--- src/hw/rtl/lsad_pkg.sv ---
package lsad_pkg;

  // default depth of the internal queues
  localparam int unsigned QueueDepthDef = 2;

  // instruction word bit positions
  localparam int unsigned BitImmReg = 25;
  localparam int unsigned BitPre    = 24;
  localparam int unsigned BitUp     = 23;
  localparam int unsigned BitByte   = 22;
  localparam int unsigned BitWback  = 21;
  localparam int unsigned BitLoad   = 20;

  // store from r15 stores instruction address plus this
  localparam logic [31:0] PcStoreOffset = 32'd12;
  localparam logic [3:0]  RegPc         = 4'd15;

  typedef enum logic {
    MODE_ISSUE = 1'b0,
    MODE_READ  = 1'b1
  } mode_e;

  typedef enum logic [1:0] {
    SHIFT_LSL = 2'd0,
    SHIFT_LSR = 2'd1,
    SHIFT_ASR = 2'd2,
    SHIFT_ROR = 2'd3
  } shift_e;

  // classified item handed from front to back
  typedef struct packed {
    mode_e       mode;
    logic        is_load;
    logic        is_byte;
    logic        pre;
    logic        up;
    logic        wb_en;
    logic [3:0]  rn;
    logic [3:0]  rd;
    logic [31:0] base;
    logic [31:0] offset;
    logic [31:0] data;     // store data on issue, bus read data on return
  } dec_t;

  // one finished result
  typedef struct packed {
    logic        bus_valid;
    logic        bus_write;
    logic        bus_byte;
    logic [31:0] bus_address;
    logic [31:0] bus_write_data;
    logic        wb_valid;
    logic [3:0]  wb_reg;
    logic [31:0] wb_value;
    logic        load_valid;
    logic [3:0]  load_reg;
    logic [31:0] load_value;
  } res_t;

endpackage

--- src/hw/rtl/lsad_queue.sv ---
module lsad_queue #(
  parameter int unsigned Width = 8,
  parameter int unsigned Depth = lsad_pkg::QueueDepthDef
) (
  input  logic             clk_i,
  input  logic             rst_ni,
  input  logic             push_i,
  input  logic [Width-1:0] data_i,
  output logic             full_o,
  input  logic             pop_i,
  output logic [Width-1:0] data_o,
  output logic             empty_o
);

  localparam int unsigned PtrW = (Depth > 1) ? $clog2(Depth) : 1;
  localparam int unsigned CntW = $clog2(Depth + 1);

  logic [Width-1:0] mem_q [Depth];
  logic [PtrW-1:0]  wptr_q, wptr_d, rptr_q, rptr_d;
  logic [CntW-1:0]  cnt_q, cnt_d;
  logic             do_push, do_pop;

  assign full_o  = (cnt_q == CntW'(Depth));
  assign empty_o = (cnt_q == '0);
  assign do_push = push_i && !full_o;
  assign do_pop  = pop_i && !empty_o;
  assign data_o  = mem_q[rptr_q];

  // pointer wrap and fill count
  always_comb begin
    wptr_d = wptr_q;
    rptr_d = rptr_q;
    cnt_d  = cnt_q;
    if (do_push) begin
      wptr_d = (wptr_q == PtrW'(Depth - 1)) ? '0 : wptr_q + 1'b1;
    end
    if (do_pop) begin
      rptr_d = (rptr_q == PtrW'(Depth - 1)) ? '0 : rptr_q + 1'b1;
    end
    case ({do_push, do_pop})
      2'b10:   cnt_d = cnt_q + 1'b1;
      2'b01:   cnt_d = cnt_q - 1'b1;
      default: cnt_d = cnt_q;
    endcase
  end

  always_ff @(posedge clk_i or negedge rst_ni) begin
    if (!rst_ni) begin
      wptr_q <= '0;
      rptr_q <= '0;
      cnt_q  <= '0;
    end else begin
      wptr_q <= wptr_d;
      rptr_q <= rptr_d;
      cnt_q  <= cnt_d;
    end
  end

  // entry storage
  always_ff @(posedge clk_i) begin
    if (do_push) begin
      mem_q[wptr_q] <= data_i;
    end
  end

endmodule

--- src/hw/rtl/lsad_front.sv ---
module lsad_front (
  input  logic                push_i,
  output logic                full_o,
  input  logic                mode_i,
  input  logic [31:0]         instruction_i,
  input  logic [31:0]         base_value_i,
  input  logic [31:0]         offset_reg_value_i,
  input  logic [31:0]         store_value_i,
  input  logic                carry_flag_i,
  input  logic [31:0]         instr_address_i,
  input  logic [31:0]         read_data_i,
  input  logic                q_full_i,
  output logic                q_push_o,
  output lsad_pkg::dec_t      dec_o
);

  lsad_pkg::shift_e kind;
  logic [4:0]       amt;
  logic [5:0]       amt_inv;
  logic [31:0]      rmv;
  logic [31:0]      shifted;
  logic [31:0]      st_val;
  logic             is_load, pre, wback, is_byte;
  logic [3:0]       rn, rd;

  // accept a beat whenever the decoded queue has room
  assign full_o   = q_full_i;
  assign q_push_o = push_i && !q_full_i;

  assign kind    = lsad_pkg::shift_e'(instruction_i[6:5]);
  assign amt     = instruction_i[11:7];
  assign amt_inv = 6'd32 - {1'b0, amt};
  assign rmv     = offset_reg_value_i;

  // immediate-amount barrel shift of rm
  always_comb begin
    case (kind)
      lsad_pkg::SHIFT_LSL: shifted = rmv << amt;
      lsad_pkg::SHIFT_LSR: shifted = (amt == '0) ? '0 : (rmv >> amt);
      lsad_pkg::SHIFT_ASR: begin
        shifted = (amt == '0) ? {32{rmv[31]}} : 32'($signed(rmv) >>> amt);
      end
      lsad_pkg::SHIFT_ROR: begin
        shifted = (amt == '0) ? {carry_flag_i, rmv[31:1]}
                              : ((rmv >> amt) | (rmv << amt_inv));
      end
      default: shifted = rmv;
    endcase
  end

  assign is_load = instruction_i[lsad_pkg::BitLoad];
  assign pre     = instruction_i[lsad_pkg::BitPre];
  assign wback   = instruction_i[lsad_pkg::BitWback];
  assign is_byte = instruction_i[lsad_pkg::BitByte];
  assign rn      = instruction_i[19:16];
  assign rd      = instruction_i[15:12];

  // store data, r15 reads as instruction address plus twelve
  always_comb begin
    st_val = (rd == lsad_pkg::RegPc) ? (instr_address_i + lsad_pkg::PcStoreOffset)
                                     : store_value_i;
    if (is_byte) begin
      st_val = {24'd0, st_val[7:0]};
    end
  end

  // classify the beat
  always_comb begin
    dec_o.mode    = lsad_pkg::mode_e'(mode_i);
    dec_o.is_load = is_load;
    dec_o.is_byte = is_byte;
    dec_o.pre     = pre;
    dec_o.up      = instruction_i[lsad_pkg::BitUp];
    dec_o.wb_en   = (!pre || wback) && !(is_load && (rn == rd));
    dec_o.rn      = rn;
    dec_o.rd      = rd;
    dec_o.base    = base_value_i;
    dec_o.offset  = instruction_i[lsad_pkg::BitImmReg] ? shifted
                                                        : {20'd0, instruction_i[11:0]};
    dec_o.data    = (mode_i == lsad_pkg::MODE_READ) ? read_data_i
                                                    : (is_load ? '0 : st_val);
  end

endmodule

--- src/hw/rtl/lsad_back.sv ---
module lsad_back (
  input  logic            clk_i,
  input  logic            rst_ni,
  input  lsad_pkg::dec_t  dec_i,
  input  logic            dec_empty_i,
  output logic            dec_pop_o,
  input  logic            res_full_i,
  output logic            res_push_o,
  output lsad_pkg::res_t  res_o
);

  logic        load_pending_q, load_pending_d;
  logic [3:0]  pending_dest_q, pending_dest_d;
  logic [1:0]  pending_byte_offset_q, pending_byte_offset_d;
  logic        pending_is_byte_q, pending_is_byte_d;
  logic        step;
  logic [31:0] post, addr, rot_val;

  // carry out one item per cycle while the result queue has room
  assign step       = !dec_empty_i && !res_full_i;
  assign dec_pop_o  = step;
  assign res_push_o = step;

  assign post = dec_i.up ? (dec_i.base + dec_i.offset) : (dec_i.base - dec_i.offset);
  assign addr = dec_i.pre ? post : dec_i.base;

  // rotate a misaligned word by the pending byte offset
  always_comb begin
    case (pending_byte_offset_q)
      2'd1:    rot_val = {dec_i.data[7:0],  dec_i.data[31:8]};
      2'd2:    rot_val = {dec_i.data[15:0], dec_i.data[31:16]};
      2'd3:    rot_val = {dec_i.data[23:0], dec_i.data[31:24]};
      default: rot_val = dec_i.data;
    endcase
  end

  // result and pending-load update
  always_comb begin
    res_o                 = '0;
    load_pending_d        = load_pending_q;
    pending_dest_d        = pending_dest_q;
    pending_byte_offset_d = pending_byte_offset_q;
    pending_is_byte_d     = pending_is_byte_q;
    if (dec_i.mode == lsad_pkg::MODE_READ) begin
      if (load_pending_q) begin
        res_o.load_valid = 1'b1;
        res_o.load_reg   = pending_dest_q;
        res_o.load_value = pending_is_byte_q ? {24'd0, dec_i.data[7:0]} : rot_val;
      end
      load_pending_d = 1'b0;
    end else begin
      res_o.bus_valid      = 1'b1;
      res_o.bus_write      = !dec_i.is_load;
      res_o.bus_byte       = dec_i.is_byte;
      res_o.bus_address    = dec_i.is_byte ? addr : {addr[31:2], 2'b00};
      res_o.bus_write_data = dec_i.data;
      if (dec_i.wb_en) begin
        res_o.wb_valid = 1'b1;
        res_o.wb_reg   = dec_i.rn;
        res_o.wb_value = post;
      end
      load_pending_d        = dec_i.is_load;
      pending_dest_d        = dec_i.is_load ? dec_i.rd : '0;
      pending_byte_offset_d = dec_i.is_load ? addr[1:0] : '0;
      pending_is_byte_d     = dec_i.is_load && dec_i.is_byte;
    end
  end

  always_ff @(posedge clk_i or negedge rst_ni) begin
    if (!rst_ni) begin
      load_pending_q        <= 1'b0;
      pending_dest_q        <= '0;
      pending_byte_offset_q <= '0;
      pending_is_byte_q     <= 1'b0;
    end else if (step) begin
      load_pending_q        <= load_pending_d;
      pending_dest_q        <= pending_dest_d;
      pending_byte_offset_q <= pending_byte_offset_d;
      pending_is_byte_q     <= pending_is_byte_d;
    end
  end

endmodule

--- src/hw/rtl/load_store_address_data_unit.sv ---
// load/store address and data unit for word and byte ldr/str
// input side is a queue: drive the item fields with push_i, a beat is taken
// when push_i is high and full_o is low. mode_i = 0 issues an instruction,
// mode_i = 1 returns bus read data for the pending load.
// result side is a queue: the oldest result sits on the result ports while
// empty_o is low, and pop_i with empty_o low takes that beat.
// every input beat gives exactly one result beat, in order.
// a taken input beat is written into the decode queue, then the execute stage
// carries it into the result queue, whose oldest entry drives the result ports.
// throughput: one beat per cycle while the result queue has room, set by the
// execute stage that owns the pending-load state.
// when pop_i stays low the result queue fills, the execute stage halts, and
// full_o rises once the decode queue is full too (QueueDepth beats each side).
// reset empties both queues and clears the pending load.
module load_store_address_data_unit #(
  parameter int unsigned QueueDepth = lsad_pkg::QueueDepthDef
) (
  input  logic        clk_i,
  input  logic        rst_ni,
  input  logic        push_i,
  output logic        full_o,
  input  logic        mode_i,
  input  logic [31:0] instruction_i,
  input  logic [31:0] base_value_i,
  input  logic [31:0] offset_reg_value_i,
  input  logic [31:0] store_value_i,
  input  logic        carry_flag_i,
  input  logic [31:0] instr_address_i,
  input  logic [31:0] read_data_i,
  output logic        empty_o,
  input  logic        pop_i,
  output logic        bus_valid_o,
  output logic        bus_write_o,
  output logic        bus_byte_o,
  output logic [31:0] bus_address_o,
  output logic [31:0] bus_write_data_o,
  output logic        wb_valid_o,
  output logic [3:0]  wb_reg_o,
  output logic [31:0] wb_value_o,
  output logic        load_valid_o,
  output logic [3:0]  load_reg_o,
  output logic [31:0] load_value_o
);

  localparam int unsigned DecW = $bits(lsad_pkg::dec_t);
  localparam int unsigned ResW = $bits(lsad_pkg::res_t);

  lsad_pkg::dec_t   dec_in, dec_out;
  lsad_pkg::res_t   res_in, res_out;
  logic             dec_push, dec_full, res_push, res_full;
  logic             dec_empty, dec_pop;
  logic [DecW-1:0]  dec_rd;
  logic [ResW-1:0]  res_rd;

  // front: accept and classify
  lsad_front u_front (
    .push_i             (push_i),
    .full_o             (full_o),
    .mode_i             (mode_i),
    .instruction_i      (instruction_i),
    .base_value_i       (base_value_i),
    .offset_reg_value_i (offset_reg_value_i),
    .store_value_i      (store_value_i),
    .carry_flag_i       (carry_flag_i),
    .instr_address_i    (instr_address_i),
    .read_data_i        (read_data_i),
    .q_full_i           (dec_full),
    .q_push_o           (dec_push),
    .dec_o              (dec_in)
  );

  // queue between front and back
  lsad_queue #(
    .Width (DecW),
    .Depth (QueueDepth)
  ) u_dec_queue (
    .clk_i   (clk_i),
    .rst_ni  (rst_ni),
    .push_i  (dec_push),
    .data_i  (DecW'(dec_in)),
    .full_o  (dec_full),
    .pop_i   (dec_pop),
    .data_o  (dec_rd),
    .empty_o (dec_empty)
  );

  assign dec_out = lsad_pkg::dec_t'(dec_rd);

  // back: address, writeback and load completion
  lsad_back u_back (
    .clk_i       (clk_i),
    .rst_ni      (rst_ni),
    .dec_i       (dec_out),
    .dec_empty_i (dec_empty),
    .dec_pop_o   (dec_pop),
    .res_full_i  (res_full),
    .res_push_o  (res_push),
    .res_o       (res_in)
  );

  // result queue toward the consumer
  lsad_queue #(
    .Width (ResW),
    .Depth (QueueDepth)
  ) u_res_queue (
    .clk_i   (clk_i),
    .rst_ni  (rst_ni),
    .push_i  (res_push),
    .data_i  (ResW'(res_in)),
    .full_o  (res_full),
    .pop_i   (pop_i),
    .data_o  (res_rd),
    .empty_o (empty_o)
  );

  assign res_out          = lsad_pkg::res_t'(res_rd);
  assign bus_valid_o      = res_out.bus_valid;
  assign bus_write_o      = res_out.bus_write;
  assign bus_byte_o       = res_out.bus_byte;
  assign bus_address_o    = res_out.bus_address;
  assign bus_write_data_o = res_out.bus_write_data;
  assign wb_valid_o       = res_out.wb_valid;
  assign wb_reg_o         = res_out.wb_reg;
  assign wb_value_o       = res_out.wb_value;
  assign load_valid_o     = res_out.load_valid;
  assign load_reg_o       = res_out.load_reg;
  assign load_value_o     = res_out.load_value;

endmodule

--- config.mk ---
export PLATFORM = sky130hd
export DESIGN_NAME = load_store_address_data_unit
export DESIGN_NICKNAME = d
export VERILOG_FILES = /design/src/hw/rtl/lsad_pkg.sv /design/src/hw/rtl/lsad_queue.sv /design/src/hw/rtl/lsad_front.sv /design/src/hw/rtl/lsad_back.sv /design/src/hw/rtl/load_store_address_data_unit.sv
export SDC_FILE = /design/constraint.sdc
export NUM_CORES = 1
export LEC_CHECK = 0
export BUFFER_PORTS_ARGS = -buffer_cell sky130_fd_sc_hd__buf_2
export CAP_MARGIN = 30
export CORE_UTILIZATION = 35
export DETAILED_ROUTE_END_ITERATION = 12
export PLACE_DENSITY = 0.58
export SKIP_LAST_GASP = 1
export SLEW_MARGIN = 0
export SYNTH_ARGS = -nofsm -noshare
export SYNTH_HDL_FRONTEND = slang
export SYNTH_SLANG_ARGS = --single-unit
--- constraint.sdc ---
create_clock -name clk_i -period 7.4 [get_ports clk_i]
set_input_delay 1.48 -clock clk_i [delete_from_list [all_inputs] [get_ports clk_i]]
set_output_delay 1.48 -clock clk_i [all_outputs]
set_load 0.1 [all_outputs]
Yosys cells after proc, flatten, opt, wreduce, memory -nomap -nowiden:

Memories as Yosys holds them, arrays and structs flattened.
Cells that the tools add are included.

* bits in registers: 16
* memory bits (writable): 502
* input port bits: 198
* output and inout bits: 143
* logic and storage cells: 99
* memories kept: 2

* add/sub/neg operators: 12
* equality and inequality tests: 14
* shifts and indexed selects: 4
* muxes and demuxes: 31
* bitwise operators: 2
* reduce and logical (&&, ||, !) cells: 24

Memory list
* u_res_queue.mem_q: words 2, width 141, rd ports 1, clocked after memory_dff 0, wr ports 1, RTL line lsad_queue.sv:18 `logic [Width-1:0] mem_q [Depth];`
* u_dec_queue.mem_q: words 2, width 110, rd ports 1, clocked after memory_dff 0, wr ports 1, RTL line lsad_queue.sv:18

Operators by type and width (number)
* 32-bit two-way mux: 11
* 32-bit one-hot mux with 4 select lines: 1
* 37-bit two-way mux: 3
* 104-bit two-way mux: 1
* 32-bit one-hot mux with 3 select lines: 1
* 32-bit adder: 1
* 32-bit by 4-bit adder with 32-bit output (second input constant): 1
* 32-bit OR: 1
* 32-bit by 5-bit left shift with 32-bit output: 1
* 32-bit by 6-bit left shift with 32-bit output: 1
* 32-bit by 5-bit >> shifter with 32-bit output: 1
* 32-bit by 5-bit >>> shifter with 32-bit output: 1
* 32-bit subtractor: 1
* 2-bit equality test (second input constant): 8
* 1-bit logical AND: 9
* 1-bit two-way mux: 9
* 2-bit by 1-bit equality test with 1-bit output (second input constant): 4
* 2-bit one-hot mux with 2 select lines: 2
* 1-bit zero test: 7
* 2-bit zero test: 3
* 6-bit by 5-bit subtractor with 6-bit output (first input constant): 1
* 5-bit zero test: 1
* 1-bit adder (second input constant): 4
* 2-bit by 1-bit adder with 2-bit output (second input constant): 2
* other kinds (9): 12

Longest topological paths before layout:

* word-level depth: 6
* depth in mapped cells: 24
* gate-level depth less buffers: 17

Cells and area by module:

A second synthesis with hierarchy kept.

* cell total of the unflattened synthesis: 2717
* area total of the unflattened synthesis: 31984.4 µm²

Modules (own cells, without submodules)
* lsad_queue (u_res_queue): times used 1, cells each 457, area each 10692.8 µm²
* lsad_front: times used 1, cells each 1178, area each 8254.2 µm²
* lsad_queue (u_dec_queue): times used 1, cells each 360, area each 8161.6 µm²
* lsad_back: times used 1, cells each 722, area each 4875.9 µm²

Worst setup path before layout:

OpenSTA, ideal clock, no wires.

* path kind: register -> register
* start point: register u_res_queue.cnt_q[1]
* end point: memory u_res_queue.mem_q[0][0] (netlist bit) (enable)
* library setup time: 0.644 ns
* arrival time: 6.524 ns
* data required time: 6.756 ns
* path slack: 0.233 ns
* stages on the path, launching flop included: 4
* path buffers: 0
* period minus slack after synthesis: 7.167 ns
* cells stage by stage: dfrtp_1 -> inv_1 -> o22ai_1 -> nor2_1

* cells in the longest elaborated chain, start to end: 6

RTL lines
* start: declaration: RTL line lsad_queue.sv:20 `logic [CntW-1:0] cnt_q, cnt_d;`
* start signal: assignment: RTL line lsad_queue.sv:55 `cnt_q <= cnt_d;`
* 2-bit equality test *: RTL line lsad_queue.sv:23 `assign full_o = (cnt_q == CntW'(Depth));`
* 1-bit zero test *: RTL line lsad_queue.sv:25, lsad_back.sv:20
* 1-bit logical AND: RTL line lsad_back.sv:20 `assign step = !dec_empty_i && !res_full_i;`
* 1-bit logical AND *: RTL line lsad_queue.sv:25 `assign do_push = push_i && !full_o;`
* 1-bit two-way mux *: RTL line lsad_queue.sv:61 `if (do_push) begin`
* 1-bit two-way mux (implied by the code) *: RTL line lsad_queue.sv:62 `mem_q[wptr_q] <= data_i;`
* end: declaration: RTL line lsad_queue.sv:18

Every way passes the cells marked *; elsewhere a longest branch is shown, timed or not.

==> flow_summary.json <==
{
  "outcome": "complete, no violations",
  "skew_ns": 0.0158,
  "rsz0062_at_grt": "no",
  "tritoncts": "yes",
  "rr_startpoint": "u_dec_queue.rptr_q$_DFFE_PN0P_",
  "finalCriticalPeriod_ns": 5.45,
  "gp_congestion": 0.941,
  "nets": 3073,
  "synthArstFlopShare_pct": 3.09,
  "rows": 108,
  "cts_setup_buffers": 0,
  "required_ns": 7.71,
  "cp_top_family": "simple AND/OR/NAND/NOR gates",
  "cpMaxStageDelayCell": "dfrtp_4",
  "crit_top_cell": "nor3b_1",
  "reg2reg_slack_ns": 1.95,
  "endpoint_kind": "register",
  "hold_path_class": "reg2reg",
  "yosys_warnings": 0,
  "syn_nets": 2860,
  "cts_made_buffers": 48,
  "fin_area_um2": 35100,
  "dpl_cell_area_um2": 33400,
  "hpwl_um": 68400,
  "cts_hold_buf": 0,
  "routedWlPerCell_um": 23.9,
  "final_common_cell": "edfxtp_1",
  "min_period_over_period_pct": 73.6,
  "critical_path.cell_chain": "buf_4 -> nor3b_1 -> o22ai_1 -> nor4b_2 -> inv_1 -> o21ai_0 -> xor2_1 -> ha_1 -> and4_1 -> nand3_1 -> nor3_1 -> a31oi_1 -> o31a_1 -> mux2i_1 -> nor3b_1",
  "cp_max_fo": 53,
  "worstMarginPinSlew_ns": 0.913,
  "fmaxAchievable_ghz": 0.183,
  "grt_pass1_vias": 21300,
  "drt_iter0_markers": 2219,
  "cp-endpoint": "u_res_queue.mem_q[1][68]$_DFFE_PP_",
  "worstPathArrival_ns": 5.76,
  "firstDrtPassIters": 5,
  "vias_per_cell": 5.66,
  "die_area_um2": 89100,
  "gr-total-overflow": 0,
  "reg2reg_to": "u_res_queue.mem_q[1][68]$_DFFE_PP_",
  "cts_max_level": 2,
  "synthCells": 2624,
  "yosys.cell_types.count": 84,
  "seq_area_frac_synth_pct": 50.3,
  "die_h_um": 298,
  "syn_avg_cell_area_um2": 11.7,
  "initial_utilization_pct": 35.4,
  "yosys_register_bits": 518,
  "clock-sinks": 518,
  "portBuffers": 334,
  "ys.flop_type": "edfxtp_1",
  "ant_nets": 0,
  "startpoint": "u_dec_queue.rptr_q$_DFFE_PN0P_",
  "start_kind": "register",
  "cp_slowest_stage_delay_ns": 0.67,
  "vias": 22800,
  "insertion_delay_ns": 0.57,
  "grt_usage_pct": 20.9,
  "core_area_um2": 86900,
  "hold_violations": 0,
  "final_cell_mix": "edfxtp_1 (502), buf_2 (334), nor2_1 (246)",
  "antenna_found_initial": 9,
  "io_pins": 341,
  "grt_pass1_wl_um": 141000,
  "drc": 0,
  "grt_max_degree": 95,
  "post_cts_resized": 0,
  "clock_path_buffers": 3,
  "r2r_cells": 15,
  "crit_type": "reg2reg",
  "maxSlewViolCount": 0,
  "drive_gt1_share_pct": 26.7,
  "relSlewSlack_pct": 37.4,
  "path_depth": 15,
  "setup_viol": 0,
  "tns_ns": 0,
  "syn_area_um2": 30800,
  "cap_violations": 0,
  "dieWidth_um": 298,
  "clk_pin_slew_worst_paths_ns": 0.06,
  "synth_edf_count": 502,
  "wirelength_um": 96500,
  "synthToLayoutAreaGrowth_pct": 14.0,
  "cts_root_buf": "clkbuf_16",
  "worst-path-buf-inv": 2
}
==> worst min path at each step <==
stage | slack (ns) | startpoint | endpoint | cells after the start
detailed placement | 0.48 | u_back.pending_dest_q[1]$_DFFE_PN0P_ | u_back.pending_dest_q[1]$_DFFE_PN0P_ | 2
finish | 0.49 | u_dec_queue.cnt_q[1]$_DFFE_PN0P_ | u_dec_queue.cnt_q[1]$_DFFE_PN0P_ | 1
floorplan | 0.44 | u_back.pending_dest_q[0]$_DFFE_PN0P_ | u_back.pending_dest_q[0]$_DFFE_PN0P_ | 2
CTS | 0.49 | u_dec_queue.cnt_q[1]$_DFFE_PN0P_ | u_dec_queue.cnt_q[1]$_DFFE_PN0P_ | 1
global placement | 0.47 | u_back.pending_dest_q[1]$_DFFE_PN0P_ | u_back.pending_dest_q[1]$_DFFE_PN0P_ | 2
global route | 0.53 | u_dec_queue.cnt_q[1]$_DFFE_PN0P_ | u_dec_queue.cnt_q[1]$_DFFE_PN0P_ | 1
==> metrics by stage <==
stage / instances / hold slack [ns] / util, % / setup slack, ns
6_report: 4034 / 0.490 / 40.4 / 1.95
2_1_floorplan: 2624 / 0.441 / - / 0.233
5_1_grt: 4032 / 0.530 / 40.3 / 1.60
3_5_place_dp: 3941 / 0.479 / 38.4 / 2.00
4_1_cts: 4030 / 0.493 / 40.3 / 1.95
3_3_place_gp: 3936 / 0.473 / 38.3 / 2.09
==> area by class of cell <==
cell class | instances | area (um2)
antenna | 3 | 7.51
fill | 8324 | 51800
inverter | 33 | 124
clock buffer | 59 | 1270
tap | 1155 | 1450
multi-input combinational | 1858 | 14300
timing repair buffer | 378 | 2070
sequential | 518 | 15500
clock inverter | 30 | 402
==> metal layers <==
metal  track usage [%]  wire length (um)  vias up
li1                  -                 -    10400
met1              31.6             44700    11300
met2              31.3             42100      971
met3              3.16              7450      143
met4              5.01              2190        4
met5                 0                32        -
==> synth_stat cells (all sizes together) (37+ instances only) <==
cell / instances / share of area (%)
edfxtp: 502 / 49
nor2: 248 / 3.0
nand2: 211 / 2.6
mux2: 197 / 7.2
a21oi: 175 / 2.8
mux2i: 172 / 5.6
clkbuf: 154 / 1.9
o21ai: 123 / 2.0
mux4: 96 / 7.0
xnor2: 72 / 2.0
buf: 61 / 1.3
nor3: 54 / 0.91
a211oi: 44 / 1.1
ha: 37 / 1.5
==> flip-flops by register name (all words and copies together), names as in the netlist <==
signal                        flops
u_back.load_pending_q             1
u_back.pending_byte_offset_q      2
u_back.pending_dest_q             4
u_back.pending_is_byte_q          1
u_dec_queue.cnt_q                 2
u_dec_queue.mem_q               220
u_dec_queue.rptr_q                1
u_dec_queue.wptr_q                1
u_res_queue.cnt_q                 2
u_res_queue.mem_q               282
u_res_queue.rptr_q                1
u_res_queue.wptr_q                1
==> cell families after synthesis <==
group	count (synthesis)	synth area share, %
compound gates	561	11.6
xor+xnor	105	2.99
fa+ha+maj	38	1.57
buf+inv	248	3.56
flops	518	50.3
mux	465	19.8
simple gates	689	10.1
==> worst register-to-register path: stages (launching register included) <==
cell,delay (ns)
dfrtp_4,0.67
buf_4,0.64
nor3b_1,0.37
o22ai_1,0.19
nor4b_2,0.59
inv_1,0.08
o21ai_0,0.20
xor2_1,0.10
ha_1,0.46
and4_1,0.31
nand3_1,0.16
nor3_1,0.21
a31oi_1,0.25
o31a_1,0.42
mux2i_1,0.15
nor3b_1,0.40
Power is not shown: default switching activity piles up to over one toggle a cycle in this logic, so the estimate is an artifact.
